==> config.mk <==
export PLATFORM = sky130hd
export DESIGN_NAME = adc_sample_frame_packer_crc8
export DESIGN_NICKNAME = d
export VERILOG_FILES = /design/src/hdl/asfp_pkg.sv /design/src/hdl/adc_sample_frame_packer_crc8.sv
export SDC_FILE = /design/constraint.sdc
export NUM_CORES = 1
export LEC_CHECK = 0
export ABC_AREA = 1
export BUFFER_PORTS_ARGS = -buffer_cell sky130_fd_sc_hd__buf_4
export CAP_MARGIN = 20
export CELL_PAD_IN_SITES_DETAIL_PLACEMENT = 1
export CELL_PAD_IN_SITES_GLOBAL_PLACEMENT = 1
export CORE_MARGIN = 1.5
export CORE_UTILIZATION = 40
export CTS_CLUSTER_SIZE = 20
export DETAILED_ROUTE_END_ITERATION = 10
export PLACE_DENSITY_LB_ADDON = 0.25
export SYNTH_ARGS = -nofsm -noshare
export SYNTH_HDL_FRONTEND = slang
export SYNTH_SLANG_ARGS = --single-unit
==> constraint.sdc <==
create_clock -name i_clk -period 11.9 [get_ports i_clk]
set_input_delay 1.785 -clock i_clk [delete_from_list [all_inputs] [get_ports i_clk]]
set_output_delay 1.785 -clock i_clk [all_outputs]
set_load 0.005 [all_outputs]
==> src/hdl/asfp_pkg.sv <==
// ----------------------------------------------------------------------------
// asfp_pkg
// Shared types, codes and the CRC-8 helper for the ADC sample frame packer.
// ----------------------------------------------------------------------------
`default_nettype none

package asfp_pkg;

    localparam int SampleW = 12;
    localparam int ScaleW  = 16;
    localparam int ProdW   = SampleW + ScaleW;

    // input item kinds
    localparam logic OP_CMD    = 1'b0;
    localparam logic OP_SAMPLE = 1'b1;

    // operating modes
    localparam logic [1:0] MODE_PAUSE = 2'd0;
    localparam logic [1:0] MODE_RUN   = 2'd1;
    localparam logic [1:0] MODE_TRIG  = 2'd2;
    localparam logic [1:0] MODE_REC   = 2'd3;

    // register select (word address bit)
    localparam logic REG_FRAME_LEN  = 1'b0;
    localparam logic REG_FULL_SCALE = 1'b1;

    localparam logic [15:0] FRAME_LEN_RST  = 16'd512;
    localparam logic [15:0] FULL_SCALE_RST = 16'd3300;
    localparam logic [15:0] FRAME_LEN_MIN  = 16'd2;

    localparam logic [7:0] CRC_POLY = 8'h31;
    localparam logic [7:0] CRC_INIT = 8'hFF;
    localparam logic [7:0] SYNC_0   = 8'hAA;
    localparam logic [7:0] SYNC_1   = 8'h55;

    localparam int NumEnt = 6;

    typedef struct packed {
        logic       kind;
        logic       last;
        logic [7:0] data;
    } t_ent;

    function automatic logic [7:0] crc8_byte(input logic [7:0] crc, input logic [7:0] b);
        logic [7:0] c;
        c = crc ^ b;
        for (int i = 0; i < 8; i++) begin
            c = c[7] ? ({c[6:0], 1'b0} ^ CRC_POLY) : {c[6:0], 1'b0};
        end
        return c;
    endfunction

endpackage

`default_nettype wire

==> src/hdl/adc_sample_frame_packer_crc8.sv <==
// ----------------------------------------------------------------------------
// adc_sample_frame_packer_crc8
// Frames scaled ADC samples into AA 55 / count / data / CRC-8 byte streams.
// ----------------------------------------------------------------------------
// Pipeline: an accepted item reaches the result buffer after three register
// stages; its bytes are then offered from the buffer, entry 0 first.
// Throughput: one output word per cycle while m_axis_tready is high; words per
// item: 2 for a sample inside a frame, 6 opening, 3 closing, 1 for a command.
// Reset: synchronous, active low; mode pause, no frame open, CRC at 0xFF,
// frame_length 512, full_scale_mv 3300, pipeline and buffer empty.
`default_nettype none

module adc_sample_frame_packer_crc8
    import asfp_pkg::*;
(
    input  wire logic        i_clk,
    input  wire logic        i_rst_n,
    // input stream
    input  wire logic        s_axis_tvalid,
    output logic             s_axis_tready,
    input  wire logic [23:0] s_axis_tdata,   // [7:0] cmd_byte, [19:8] sample, rest 0
    input  wire logic        s_axis_tuser,   // [0] op
    // output stream
    output logic             m_axis_tvalid,
    input  wire logic        m_axis_tready,
    output logic [15:0]      m_axis_tdata,   // [7:0] data_byte, [8] led_red,
                                             // [9] led_green, [10] led_blue, rest 0
    output logic             m_axis_tuser,   // [0] kind
    output logic             m_axis_tlast,   // last_of_frame
    // configuration
    input  wire logic        psel,
    input  wire logic        penable,
    input  wire logic        pwrite,
    input  wire logic [2:0]  paddr,
    input  wire logic [31:0] pwdata,
    output logic [31:0]      prdata,
    output logic             pready
);

    // configuration registers
    logic [15:0] r_frame_len;
    logic [15:0] r_full_scale;

    // pipeline registers
    logic               r1_v, r2_v, r3_v;
    logic               r1_op, r2_op, r3_op;
    logic [7:0]         r1_cmd, r2_cmd, r3_cmd;
    logic [SampleW-1:0] r1_smp;
    logic [ProdW-1:0]   r2_p;
    logic [16:0]        r3_e;
    logic [13:0]        r3_r;

    // framing state
    logic [1:0]  r_mode, n_mode;
    logic        r_in_frame, n_in_frame;
    logic [15:0] r_sent, n_sent;
    logic [7:0]  r_crc, n_crc;

    // result buffer
    t_ent        r_ent [NumEnt];
    logic [2:0]  r_cnt;
    logic [2:0]  r_led;

    logic        rdy1, rdy2, rdy3;
    logic        s3_go, buf_load_ok, buf_load, buf_take;
    logic [2:0]  s3_n;
    t_ent        s3_ent [NumEnt];
    logic [2:0]  s3_led;

    logic [ProdW:0]   s2_sum;
    logic [16:0]      s2_e;
    logic [ProdW:0]   s2_r;

    logic [15:0] len_eff, cnt_base, cnt_nx;
    logic [16:0] q;
    logic [15:0] mv;
    logic [7:0]  crc_base, crc_nx;
    logic        open_f, close_f;

    // ------------------------------------------------------------------------
    // configuration port
    // ------------------------------------------------------------------------
    assign pready = 1'b1;
    assign prdata = (paddr[2] == REG_FULL_SCALE) ? {16'd0, r_full_scale}
                                                 : {16'd0, r_frame_len};

    always_ff @(posedge i_clk) begin
        if (!i_rst_n) begin
            r_frame_len  <= FRAME_LEN_RST;
            r_full_scale <= FULL_SCALE_RST;
        end else if (psel && penable && pwrite && pready) begin
            unique case (paddr[2])
                REG_FRAME_LEN:  r_frame_len  <= pwdata[15:0];
                REG_FULL_SCALE: r_full_scale <= pwdata[15:0];
                default:        r_frame_len  <= r_frame_len;
            endcase
        end
    end

    // ------------------------------------------------------------------------
    // pipeline flow control
    // ------------------------------------------------------------------------
    assign buf_take    = (r_cnt != 3'd0) && m_axis_tready;
    assign buf_load_ok = (r_cnt == 3'd0) || ((r_cnt == 3'd1) && m_axis_tready);
    assign s3_go       = r3_v && ((s3_n == 3'd0) || buf_load_ok);
    assign buf_load    = s3_go && (s3_n != 3'd0);
    assign rdy3        = !r3_v || s3_go;
    assign rdy2        = !r2_v || rdy3;
    assign rdy1        = !r1_v || rdy2;
    assign s_axis_tready = rdy1;

    always_ff @(posedge i_clk) begin
        if (!i_rst_n) begin
            r1_v <= 1'b0;
            r2_v <= 1'b0;
            r3_v <= 1'b0;
        end else begin
            if (rdy1) r1_v <= s_axis_tvalid;
            if (rdy2) r2_v <= r1_v;
            if (rdy3) r3_v <= r2_v;
        end
    end

    // stage 1 -> 2: scale product
    // stage 2 -> 3: quotient estimate by 1/4095 ~ (1 + 2^-12) / 2^12, and remainder
    assign s2_sum = {1'b0, r2_p} + {13'd0, r2_p[ProdW-1:12]};
    assign s2_e   = s2_sum[ProdW:12];
    assign s2_r   = {1'b0, r2_p} - (({12'd0, s2_e} << 12) - {12'd0, s2_e});

    always_ff @(posedge i_clk) begin
        if (rdy1 && s_axis_tvalid) begin
            r1_op  <= s_axis_tuser;
            r1_cmd <= s_axis_tdata[7:0];
            r1_smp <= s_axis_tdata[19:8];
        end
        if (rdy2 && r1_v) begin
            r2_op  <= r1_op;
            r2_cmd <= r1_cmd;
            r2_p   <= ProdW'(r1_smp * r_full_scale);
        end
        if (rdy3 && r2_v) begin
            r3_op  <= r2_op;
            r3_cmd <= r2_cmd;
            r3_e   <= s2_e;
            r3_r   <= s2_r[13:0];
        end
    end

    // ------------------------------------------------------------------------
    // stage 3: framing decisions and result list
    // ------------------------------------------------------------------------
    always_comb begin
        len_eff  = (r_frame_len < FRAME_LEN_MIN) ? FRAME_LEN_MIN : r_frame_len;
        // estimate undershoots by at most two
        q = r3_e + ((r3_r >= 14'd8190) ? 17'd2 : ((r3_r >= 14'd4095) ? 17'd1 : 17'd0));
        mv = q[15:0];

        open_f   = !r_in_frame;
        cnt_base = open_f ? 16'd0 : r_sent;
        crc_base = open_f ? CRC_INIT : r_crc;
        cnt_nx   = cnt_base + 16'd1;
        crc_nx   = crc8_byte(crc8_byte(crc_base, mv[15:8]), mv[7:0]);
        close_f  = (cnt_nx >= len_eff);

        n_mode     = r_mode;
        n_in_frame = r_in_frame;
        n_sent     = r_sent;
        n_crc      = r_crc;
        s3_n       = 3'd0;
        for (int i = 0; i < NumEnt; i++) begin
            s3_ent[i] = '0;
        end

        if (r3_op == OP_CMD) begin
            if (r3_cmd <= {6'd0, MODE_REC}) n_mode = r3_cmd[1:0];
            s3_n = 3'd1;
        end else if (!r_in_frame && (r_mode == MODE_PAUSE)) begin
            s3_n = 3'd0;    // drop
        end else begin
            n_in_frame = !close_f;
            n_sent     = close_f ? 16'd0 : cnt_nx;
            n_crc      = close_f ? CRC_INIT : crc_nx;
            if (open_f) begin
                s3_ent[0] = '{kind: 1'b1, last: 1'b0, data: SYNC_0};
                s3_ent[1] = '{kind: 1'b1, last: 1'b0, data: SYNC_1};
                s3_ent[2] = '{kind: 1'b1, last: 1'b0, data: len_eff[15:8]};
                s3_ent[3] = '{kind: 1'b1, last: 1'b0, data: len_eff[7:0]};
                s3_ent[4] = '{kind: 1'b1, last: 1'b0, data: mv[15:8]};
                s3_ent[5] = '{kind: 1'b1, last: 1'b0, data: mv[7:0]};
                s3_n = 3'd6;
            end else begin
                s3_ent[0] = '{kind: 1'b1, last: 1'b0, data: mv[15:8]};
                s3_ent[1] = '{kind: 1'b1, last: 1'b0, data: mv[7:0]};
                s3_ent[2] = '{kind: 1'b1, last: 1'b1, data: crc_nx};
                s3_n = close_f ? 3'd3 : 3'd2;
            end
        end

        s3_led[0] = (n_mode == MODE_TRIG) || (n_mode == MODE_REC);
        s3_led[1] = (n_mode == MODE_RUN)  || (n_mode == MODE_TRIG);
        s3_led[2] = (n_mode == MODE_PAUSE);
    end

    always_ff @(posedge i_clk) begin
        if (!i_rst_n) begin
            r_mode     <= MODE_PAUSE;
            r_in_frame <= 1'b0;
            r_sent     <= 16'd0;
            r_crc      <= CRC_INIT;
        end else if (s3_go) begin
            r_mode     <= n_mode;
            r_in_frame <= n_in_frame;
            r_sent     <= n_sent;
            r_crc      <= n_crc;
        end
    end

    // ------------------------------------------------------------------------
    // result buffer: present entry 0, shift down on each word taken
    // ------------------------------------------------------------------------
    always_ff @(posedge i_clk) begin
        if (!i_rst_n) begin
            r_cnt <= 3'd0;
        end else if (buf_load) begin
            r_cnt <= s3_n;
        end else if (buf_take) begin
            r_cnt <= r_cnt - 3'd1;
        end
    end

    always_ff @(posedge i_clk) begin
        if (buf_load) begin
            r_ent <= s3_ent;
            r_led <= s3_led;
        end else if (buf_take) begin
            for (int i = 0; i < NumEnt - 1; i++) begin
                r_ent[i] <= r_ent[i+1];
            end
            r_ent[NumEnt-1] <= '0;
        end
    end

    assign m_axis_tvalid = (r_cnt != 3'd0);
    assign m_axis_tuser  = r_ent[0].kind;
    assign m_axis_tlast  = r_ent[0].last;
    assign m_axis_tdata  = {5'd0, r_led[2], r_led[1], r_led[0], r_ent[0].data};

    // ------------------------------------------------------------------------
    // assertions
    // ------------------------------------------------------------------------
    a_cnt_range: assert property (@(posedge i_clk) disable iff (!i_rst_n)
        r_cnt <= 3'd6)
        else $error("result buffer count out of range");

    a_last_is_frame: assert property (@(posedge i_clk) disable iff (!i_rst_n)
        (m_axis_tvalid && m_axis_tlast) |-> m_axis_tuser)
        else $error("frame end marked on a status word");

    a_idle_state: assert property (@(posedge i_clk) disable iff (!i_rst_n)
        !r_in_frame |-> (r_sent == 16'd0 && r_crc == CRC_INIT))
        else $error("framing state not cleared outside a frame");

    a_load_empty: assert property (@(posedge i_clk) disable iff (!i_rst_n)
        buf_load |-> (r_cnt == 3'd0 || (r_cnt == 3'd1 && buf_take)))
        else $error("result buffer overwritten while holding words");

endmodule

`default_nettype wire
# Yosys cells after proc, flatten, opt, wreduce, memory -nomap -nowiden
# Cells that the tools add are included.
# W data, S select, Z words.
[word_totals]
regBits = 225
input_bits = 67
[classes]
add_sub_neg = 6
n_mul = 1
n_lt_le_gt_ge = 5
n_eq_ne = 4
n_mux = 38
bitwise_logic = 20
n_reduce_logical = 32
[op_table]
columns = ["op", "n"]
rows = [
  ["$mux W60", 4],
  ["$mux W6", 16],
  ["$mux W16", 4],
  ["$not A3 Y3", 16],
  ["$mux W30", 1],
  ["$add A28 B16 Y28", 1],
  ["$mul A12 B16 Y28", 1],
  ["$mux W28", 1],
  ["$sub A14 B14 Y14", 2],
  ["$add A16 B1 Y16 const B", 1],
  ["$add A16 B2 Y16", 1],
  ["$ge A16 B16 Y1", 1],
  ["$lt A16 B2 Y1 const B", 1],
  ["$mux W8", 2],
  ["$xor A8 B8 Y8", 2],
  ["$mux W3", 5],
  ["$ge A14 B12 Y1 const B", 1],
  ["$ge A14 B13 Y1 const B", 1],
  ["$logic_and A1 B1 Y1", 10],
  ["$le A8 B2 Y1 const B", 1],
  ["$logic_or A1 B1 Y1", 7],
  ["$logic_not A3 Y1", 2],
  ["$mux W2", 3],
  ["$reduce_bool A3 Y1", 2],
  ["other kinds (11)", 20],
]

# Logic depth before layout (Yosys ltp)
[logic_depth]
word_depth = 42
ltp_mapped = 29
depth_no_buf = 29

# Least setup slack after synthesis
# OpenSTA, ideal clock, no wires.
[synth_path]
kind = "reg-to-reg"
start = "register r1_smp[11]"
end = "register r2_p[26], data pin"
arrival_ps = 5283
path_slack_ps = 6359
path_stages_with_launch = 25
synth_period_minus_slack_ps = 5541
cell_sequence = "edfxtp_1 > clkbuf_1 > clkbuf_1 > nand2_1 > fa_1 > fa_1 > inv_1 > fa_1 > fa_1 > inv_1 > fa_1 > inv_1 > ha_1 > a21oi_1 > o21ai_0 > a21oi_1 > or2_1 > nand2_1 > a21oi_1 > o21ai_1 > nand3_1 > nand2_1 > nand3_1 > nand2_1 > xor2_1"
[synth_between]
elab_chain_cells = 1
[synth_rtl]
columns = ["item", "line", "text"]
rows = [
  ["start, declared", "adc_sample_frame_packer_crc8.sv:48", "logic [SampleW-1:0] r1_smp;"],
  ["start signal, assigned", "adc_sample_frame_packer_crc8.sv:134", "r1_smp <= s_axis_tdata[19:8];"],
  ["$mul A12 B16 Y28", "adc_sample_frame_packer_crc8.sv:139", "r2_p <= ProdW'(r1_smp * r_full_scale);"],
  ["end signal, assigned", "adc_sample_frame_packer_crc8.sv:139", ""],
  ["end, declared", "adc_sample_frame_packer_crc8.sv:49", "logic [ProdW-1:0] r2_p;"],
]
# No other way between the ends.
# A chain may end at the register's enable or synchronous reset.

# Worst setup path after layout
[layout_path]
start = "register r1_smp[4]"
end = "register r2_p[26], data pin"
# Same word-level chain as after synthesis.

==> results.toml <==
[drt]
viasPerCell = 5.00
dr_total_vias = 13800
drtPass1Iterations = 5
drt-initial-drc-count = 701
final_antenna_net_count = 0
wl_per_cell_um = 18.0
finalWirelength_um = 49700
post-route-drc-count = 0

[sta]
max_freq_mhz = 161
hold_slack_ns = 0.418
worst_slack_ns = 5.70
worst_pin_slew_ns = 0.930
clock_skew_ns = 0.0108
slew_violations = 0
rsz0062_at_grt = "false"
period_needed_ns = 6.20
fin_setup_tns_ns = 0
hold_viol_final = 0
relSlewSlack_pct = 38.0
min_period_over_period_pct = 52.1
setup_viol = 0

[status]
status = "completed"

[synth]
seq_area_frac_synth_pct = 33.4
synth_ff_type = "edfxtp_1"
netlist_instances = 2113
synth_area_um2 = 18000
synth.top_cells.by_area = "edfxtp_1 (26%), fa_1 (16%), nand2_1 (10%)"
async_flop_share_pct = 0
synth_largest_area_cell = "edfxtp_1"
synth_most_common_cell = "nand2_1"
yosysWarnings = 0
synth_edf_count = 157
syn_area_per_cell_um2 = 8.53
synth_top_area_share_pct = 26.2
synthDistinctLibCells = 54
synth_commonest_cells = "nand2_1 (497), inv_1 (415), edfxtp_1 (157), fa_1 (142), ha_1 (130)"
ys_ff_latch = 222

[place]
finalWeightedCongestion = 0.837
dpl.cell_count = 2708
placed_cell_area_um2 = 19000
port_buffers = 75
dpl.hpwl_um = 38600
dp_worst_setup_slack_ns = 5.74

[die]
initial_core_util_pct = 40.7
dieArea_um2 = 46300
io_pins = 120
rows = 77
die_x_um = 215
die_y_um = 215
core_area_um2 = 44300

[global_routing]
grt_overflow = 0
grt_use_total_pct = 21.8
grt_max_degree = 61
grt_pass1_vias = 14900
antenna_found_initial = 0
grt_pass1_wl_um = 79200

[setup_path]
cpMostUsedCell = "fa_1"
rr_worst_depth = 22
worst-path-buf-inv = 3
cp-end-kind = "flip-flop"
regToRegSetupSlack_ns = 5.70
crit_family = "adder cells"
worst-setup-path-type = "flip-flop to flip-flop"
critPathRequiredTime_ns = 12.23
worstSetupStartpointType = "flip-flop"
worst-path-max-fanout = 16
crit_chain = "nand2_1 > fa_1 > fa_1 > inv_1 > fa_1 > fa_1 > inv_1 > fa_1 > inv_1 > ha_1 > a21oi_1 > o21ai_0 > a21oi_1 > or2_1 > nand2_1 > a21oi_1 > o21ai_1 > nand3_1 > nand2_1 > nand3_1 > nand2_1 > xor2_1"
timing.rr.end = "r2_p[26]"
r2r-start = "r1_smp[4]"
worstPathArrival_ns = 6.53
crit_slowest_cell = "edfxtp_1"
slowest_delay_ns = 0.96
path_depth = 22
crit_start = "r1_smp[4]"

[clocking]
post_cts_resized = 0
clock_latency_ns = 0.58
cts.sinks = 222
path_clk_slew_ns = 0.06
htreeDepth = 1
cts_setup_buffers = 0
numCtsBuffers = 28
cts_tree = "built"
cts.hold.buffers_added = 0
clockBufferDepth = 3
root_buffer = "clkbuf_16"

[layout]
fin_nets = 2486
fin_util_pct = 45.2
n_antenna_cell = 0
syn_to_final_growth_pct = 11.1
stdcell_area_um2 = 20000
layout.cells.non_filler = 2761
drive_above_1_share_pct = 9.59

[worst_hold_path]
hold_path_depth = 0
min_path_type = "flip-flop to flip-flop"
min_to = "r2_cmd[6]"
holdCritStartpoint = "r1_cmd[6]"

[power]
irDropWorstVdd_mv = 0.131
power_mw = 4.46
power-per-cell-area_nw_per_um2 = 223
power.leakage_nw = 9.92

[flow_run]
drv_cap = 0
layout make-up:
| class | instances | area (µm²) |
|---|---|---|
| sequential | 222 | 6020 |
| inverter | 420 | 1580 |
| clock inverter | 19 | 263 |
| clock buffer | 33 | 743 |
| tap | 592 | 741 |
| timing repair buffer | 89 | 681 |
| multi-input combinational | 1386 | 10000 |
| fill | 5272 | 24300 |
power breakdown:
| part | switching, mW | internal (mW) |
|---|---|---|
| clock | 0.363 | 0.559 |
| combinational | 1.43 | 0.866 |
| sequential | 0.102 | 1.14 |
registers in the layout, summed over array words and instances, names as in the netlist, 2 cells and up:
name          flops
r_frame_len      16
r3_cmd            8
r_crc             8
r1_cmd            8
r1_smp           12
r3_r             14
r3_e             16
r_full_scale     16
r_sent           16
r_cnt             3
r2_p             28
m_axis_tdata      8
r_led             3
r_ent            47
r2_cmd            8
r_mode            2
kinds of logic (layout without fill, tap and decap cells):
logic type	after synthesis	in the layout	share of synthesized area, %
and+or+nand+nor	768	768	18.3
xor gates and xnor gates	79	79	4.21
AOI/OAI and AO/OA	245	245	7.61
adders and majority gates	272	272	24.8
DFF	222	222	33.4
other	2	22	0.0417
buffers and inverters	525	561	11.6
how the worst max path moves through the flow:
stage | endpoint | slack (ns)
floorplan | r2_p[26] | 6.36
global placement | r2_p[26] | 5.92
detailed placement | r2_p[26] | 5.74
CTS | r2_p[26] | 5.70
global route | r2_p[26] | 5.38
finish | r2_p[26] | 5.70
placed cells by master, fill, tap and decap left out, types with 3 or more instances in the layout:
master | Yosys | layout
buf_4 | 31 | 88
a21oi_1 | 88 | 88
fa_1 | 142 | 142
xor2_1 | 53 | 53
conb_1 | 2 | 22
a31oi_1 | 4 | 4
clkinv_2 | 0 | 5
dfxtp_1 | 65 | 65
nand3_1 | 61 | 61
a21boi_0 | 3 | 3
nor2_2 | 3 | 4
nor3_1 | 9 | 9
nand2_4 | 6 | 6
a21o_1 | 4 | 4
nor4_1 | 7 | 7
nand2_2 | 22 | 23
xor2_2 | 3 | 3
xnor2_1 | 20 | 20
or2_2 | 6 | 6
inv_1 | 415 | 415
nand3b_1 | 6 | 6
nand2_1 | 497 | 496
o21ai_0 | 98 | 98
inv_2 | 5 | 5
nor2_4 | 3 | 4
clkbuf_16 | 0 | 28
ha_1 | 130 | 130
edfxtp_1 | 157 | 157
o22ai_1 | 3 | 3
o21bai_1 | 5 | 5
a22oi_1 | 21 | 21
nor2_1 | 113 | 111
nand4_1 | 17 | 17
bufinv_16 | 0 | 5
o21ai_1 | 4 | 4
nand3_2 | 10 | 10
layer usage:
layer  vias to the layer above  global-route usage (%)  share of wire, %
met4                         0                    5.73               2.6
met5                         -                       0                 0
met1                      6940                    27.1                43
li1                       6621                       -                 -
met2                       185                    39.8                51
met3                        72                    2.45               3.2
worst register-to-register path, stage by stage, from the launching register on:
cell and delay [ns]:
edfxtp_1 0.96, nand2_1 0.20, fa_1 0.52, fa_1 0.51, inv_1 0.05, fa_1 0.49
fa_1 0.56, inv_1 0.07, fa_1 0.55, inv_1 0.05, ha_1 0.37, a21oi_1 0.20
o21ai_0 0.11, a21oi_1 0.21, or2_1 0.17, nand2_1 0.09, a21oi_1 0.23, o21ai_1 0.15
nand3_1 0.10, nand2_1 0.07, nand3_1 0.07, nand2_1 0.07, xor2_1 0.15
(Power assumes the default switching activity.)
